===== src/hdl/lis_pkg.sv =====
// Shared constants and types for the increasing-subsequence length tracker.
package lis_pkg;

    // Default table depth and value width.
    localparam int unsigned TABLE_DEPTH_DEF = 64;
    localparam int unsigned VALUE_WIDTH_DEF = 32;

    // Width of the reported length field.
    localparam int unsigned LEN_W = 7;

    // Control broadcast from the sequencer to every cell.
    typedef struct packed {
        logic en;      // advance the chain this cycle
        logic append;  // the token sits at the first free cell
    } t_cell_ctl;

endpackage


===== src/hdl/lis_cell.sv =====
// One cell of the tail chain: holds one tail value and passes the search token on.
module lis_cell
    import lis_pkg::*;
#(
    parameter int unsigned VALUE_WIDTH = VALUE_WIDTH_DEF
) (
    input  logic                   i_clk,
    input  logic                   i_rst_n,
    input  t_cell_ctl              i_ctl,
    input  logic                   i_tok,
    input  logic [VALUE_WIDTH-1:0] i_key,
    output logic                   o_tok,
    output logic [VALUE_WIDTH-1:0] o_key,
    output logic                   o_hit
);

    logic                   r_tok;
    logic [VALUE_WIDTH-1:0] r_key;
    logic [VALUE_WIDTH-1:0] r_value;

    // The token stops here at the first free cell or at the ceiling entry.
    assign o_hit = r_tok & (i_ctl.append | ($signed(r_key) <= $signed(r_value)));
    assign o_tok = r_tok & ~o_hit;
    assign o_key = r_key;

    // Token position moves one cell per enabled cycle.
    always_ff @(posedge i_clk) begin
        if (!i_rst_n) begin
            r_tok <= 1'b0;
        end else if (i_ctl.en) begin
            r_tok <= i_tok;
        end
    end

    // Search key travels with the token.
    always_ff @(posedge i_clk) begin
        if (i_ctl.en && i_tok) begin
            r_key <= i_key;
        end
    end

    // A hit overwrites the stored tail with the key.
    always_ff @(posedge i_clk) begin
        if (i_ctl.en && o_hit) begin
            r_value <= r_key;
        end
    end

endmodule


===== config.mk =====
export PLATFORM = sky130hd
export DESIGN_NAME = lis_cell
export DESIGN_NICKNAME = d
export VERILOG_FILES = /design/src/hdl/lis_pkg.sv /design/src/hdl/lis_cell.sv
export SDC_FILE = /design/constraint.sdc
export NUM_CORES = 1
export LEC_CHECK = 0
export BUFFER_PORTS_ARGS = -buffer_cell sky130_fd_sc_hd__buf_2
export CAP_MARGIN = 5
export CELL_PAD_IN_SITES_DETAIL_PLACEMENT = 1
export CELL_PAD_IN_SITES_GLOBAL_PLACEMENT = 1
export CORE_ASPECT_RATIO = 0.6
export CORE_UTILIZATION = 46
export CTS_CLUSTER_DIAMETER = 50
export DETAILED_ROUTE_END_ITERATION = 12
export GPL_ROUTABILITY_DRIVEN = 0
export PLACE_DENSITY_LB_ADDON = 0.15
export SETUP_SLACK_MARGIN = 0.15
export SYNTH_ARGS = -nofsm -noshare
export SYNTH_HDL_FRONTEND = slang
export SYNTH_SLANG_ARGS = --single-unit

===== constraint.sdc =====
create_clock -name i_clk -period 5.54 [get_ports i_clk]
set_input_delay 0.554 -clock i_clk [delete_from_list [all_inputs] [get_ports i_clk]]
set_output_delay 0.554 -clock i_clk [all_outputs]
set_load 0.01 [all_outputs]

==> metrics.log <==
INFO  metric synth_simple_gate_area_share = 6.96%
INFO  metric max_cap_viols = 0
INFO  metric worstHoldPathCells = 1
INFO  metric cells_after_synthesis = 195
INFO  metric clock_power_share = 35.0%
INFO  metric setup_violations = 0
INFO  metric cts.htree.levels = 3
INFO  metric req_time_crit_path = 5.56 ns
INFO  metric ys_seq_area_share = 67.9%
INFO  metric power.sequential.fraction = between 50% and 60%
INFO  metric power.density = 305 nW/um^2
INFO  metric path_clk_slew = approximately 0.07 ns
INFO  metric synth-xor-area-share = 0%
INFO  metric max_slew_margin = between 40 and 50%
INFO  metric grt_pass1_vias = 1,927
INFO  metric post_dp_cell_area = about 3300 um^2
INFO  metric yosys.cell_types.count = 30
INFO  metric post_route_cells_drive_above_1_share = 30.5%
INFO  metric cts_root_buffer = clkbuf_8
INFO  metric cts.sink_count = between 60 and 70
INFO  metric grt.total_usage = 19.9%
INFO  metric post_synth_mux_area_share = 0%
INFO  metric power_frac_comb = 9.5%
INFO  metric ios = 71
INFO  metric num_rows = 21
INFO  metric floorplan.die.width = around 100 um
INFO  metric drc = 0
INFO  metric timing.hold.worst_endpoint = o_key[27]
INFO  metric maxSlewViolCount = 0
INFO  metric layout_worst_path_cycle_share = 61.7%
INFO  metric leakagePower = 1.53 nW
INFO  metric post_synthesis_adder_cell_area_fraction = roughly 14%
INFO  metric synth-edff-count = 64
INFO  metric routedLengthMet1 = 2880 um
INFO  metric worst_r2r_path_depth = 8
INFO  metric clock_tree_from_tritoncts = built
INFO  metric path_class = flip-flop to flip-flop
INFO  metric synthesis.area_per_instance = 14.7 um^2
INFO  metric chipHeight = roughly 63 um
INFO  metric design.die.area = between 6000 and 7000 um^2
INFO  metric wl_met2 = between 2000 and 3000 um
INFO  metric rrSetupSlack = 2.12 ns
INFO  metric drtAntennaViolNets = 0
INFO  metric ys_top_cells_by_area = edfxtp_1, ha_1, inv_1
INFO  metric grt_pass1_wl = roughly 9600 um
INFO  metric tritoncts.num_buffers = 9
INFO  metric achievable-frequency = slightly below 0.3 GHz
INFO  metric netlist.area_leader.share = 67.2%
INFO  metric power_switching = 0.000244 W
INFO  metric clk-insertion-delay-late = about 0.33 ns
INFO  metric report.final.hold_viol_count = 0
INFO  metric placement.io_buffers = 70
INFO  metric timing.clock.skew = 0.00687 ns
INFO  metric kind_of_end_point_of_the_critical_path = flip-flop
INFO  metric postSynth.asyncResetShare = 0%
INFO  metric coreArea = 5780 um^2
INFO  metric mean_number_of_vias_per_cell = 5.09
INFO  metric cts_repair_resize_count = 0
INFO  metric grt_ovf = 0
INFO  metric maximum_buffer_depth_of_the_clock_tree = 2
INFO  metric final_sum_of_negative_setup_slack = 0 ns
INFO  metric postRouteWirelength = 5940 um
INFO  metric peak_supply_drop = 0.193 mV
INFO  metric fin_crit = 3.42 ns
INFO  metric drt_iter0_drc = 26
INFO  metric net_count_after_synthesis = approximately 260
INFO  metric status = complete, no violations
INFO  metric min_from = i_key[27]
INFO  metric path_max_fanout = 17
INFO  metric cts_setup_buffers = 0
INFO  metric met3_length = 281 um
INFO  metric syn2layout_area_growth = 21.6%
INFO  metric fin_area = ~3500 um^2
INFO  metric compound_cell_area_share_of_the_yosys_netlist = roughly 6.3%
INFO  metric drt_pre_antenna_iters = 4
INFO  metric floorplan.initialDensity = 49.5%
INFO  metric antenna_violations_before_repair = 0
INFO  metric antennaDiodeCount = 0
INFO  metric internal_power = 0.000815 W
INFO  metric worst_setup_path_start_kind = flip-flop
INFO  metric most_used_cells_in_the_layout_excluding_fill_and_tap_cells = buf_2, edfxtp_1, inv_1, ha_1, a21oi_1
INFO  metric grt_setup_unrepaired = no
INFO  metric dp_hpwl = 4370 um
INFO  metric arrival = around 3.4 ns
INFO  metric post_synthesis_cell_area = 2860 um^2
INFO  metric sw_frac_of_total = 23.1%
INFO  metric layout_net_count = 344
INFO  metric timing.hold.worst.class = input port to flip-flop
INFO  metric synth-seq-cells = between 60 and 70
INFO  metric r2r-start = o_key[23]
INFO  metric cts-hold-fix-buffers = 0
INFO  metric tightestPinTransition = roughly 0.82 ns
INFO  metric r2r-end = r_value[16]
INFO  metric top_layer_used = met4
INFO  metric setup_ws = 2.12 ns
INFO  metric mostFrequentLayoutCell = buf_2
INFO  metric synth_top_family_by_area = adder cells
INFO  metric synth-warning-count = 0
INFO  metric ys_dominant_reg_cell = edfxtp_1
INFO  metric grt_max_degree = 34
INFO  metric setup_slack_placement = 2.12 ns
INFO  metric via_count = 1,826
INFO  metric routedWlPerCell = 16.6 um
INFO  metric netlist.top_cell.by_area = edfxtp_1
metal layers:
layer  up-vias  global-route usage (%)
met5         -                       0
met4         0                    8.57
met3        10                    6.52
met2        49                    30.8
met1       880                    26.0
li1        887                       -
Yosys cell counts, drive strengths merged (2+ instances only):
| cell type | count |
|---|---|
| edfxtp | 64 |
| ha | 32 |
| inv | 32 |
| a21oi | 13 |
| nand3 | 8 |
| nand4 | 8 |
| nand2 | 6 |
| nor2 | 5 |
| a21o | 3 |
| a2111oi | 2 |
| buf | 2 |
| nor2b | 2 |
| o21a | 2 |
| o21ai | 2 |
critical path, cell delays in order (launching register included):
cell      delay, ns
edfxtp_1       0.42
ha_1           0.35
a21oi_1        0.14
o21ai_0        0.15
a22o_1         0.20
or4_1          0.50
or3_1          0.41
nand2_1        0.52
buf_4          0.38
state kept, by name (all words and copies together), names as in the netlist:
| name | cells |
|---|---|
| o_key | 32 |
| r_tok | 1 |
| r_value | 32 |
power groups by stage:
stage	registers [W]	clock network, W	logic, W
2_1_floorplan	0.000601	0	0.0000492
3_3_place_gp	0.000596	0	0.0000970
3_5_place_dp	0.000599	0	0.000102
4_1_cts	0.000588	0.000382	0.000103
5_1_grt	0.000591	0.000400	0.000113
6_report	0.000587	0.000371	0.000101
per-stage QoR:
step | std cells | utilization [%] | hold WS [ns] | power [W]
6_report | 359 | 60.2 | 0.392 | 0.00106
5_1_grt | 359 | 60.2 | 0.367 | 0.00110
4_1_cts | 359 | 60.2 | 0.373 | 0.00107
3_5_place_dp | 344 | 57.1 | 0.475 | 0.000700
3_3_place_gp | 344 | 57.1 | 0.460 | 0.000693
2_1_floorplan | 195 | - | 0.520 | 0.000650
how the worst max path moves through the flow:
stage	cells after the start	to	slack (ns)	from
2_1_floorplan	9	r_value[0]	2.36	o_key[31]
3_3_place_gp	8	r_value[27]	2.20	o_key[21]
3_5_place_dp	8	r_value[26]	2.12	o_key[31]
4_1_cts	8	r_value[18]	2.12	o_key[23]
5_1_grt	8	r_value[19]	1.90	o_key[21]
6_report	8	r_value[16]	2.12	o_key[23]
kinds of logic after synthesis:
logic type | after synthesis
compound gates | 28
fa+ha+maj | 32
buf+inv | 34
flops | 65
simple gates | 36
cell type report:
type,instances,area [um^2]
clock inverter,5,47.5
inverter,32,120
sequential,65,1940
timing repair buffer,71,358
multi-input combinational,96,782
tap,80,100
clock buffer,10,128
fill,593,2300
(Power assumes the default switching activity.)
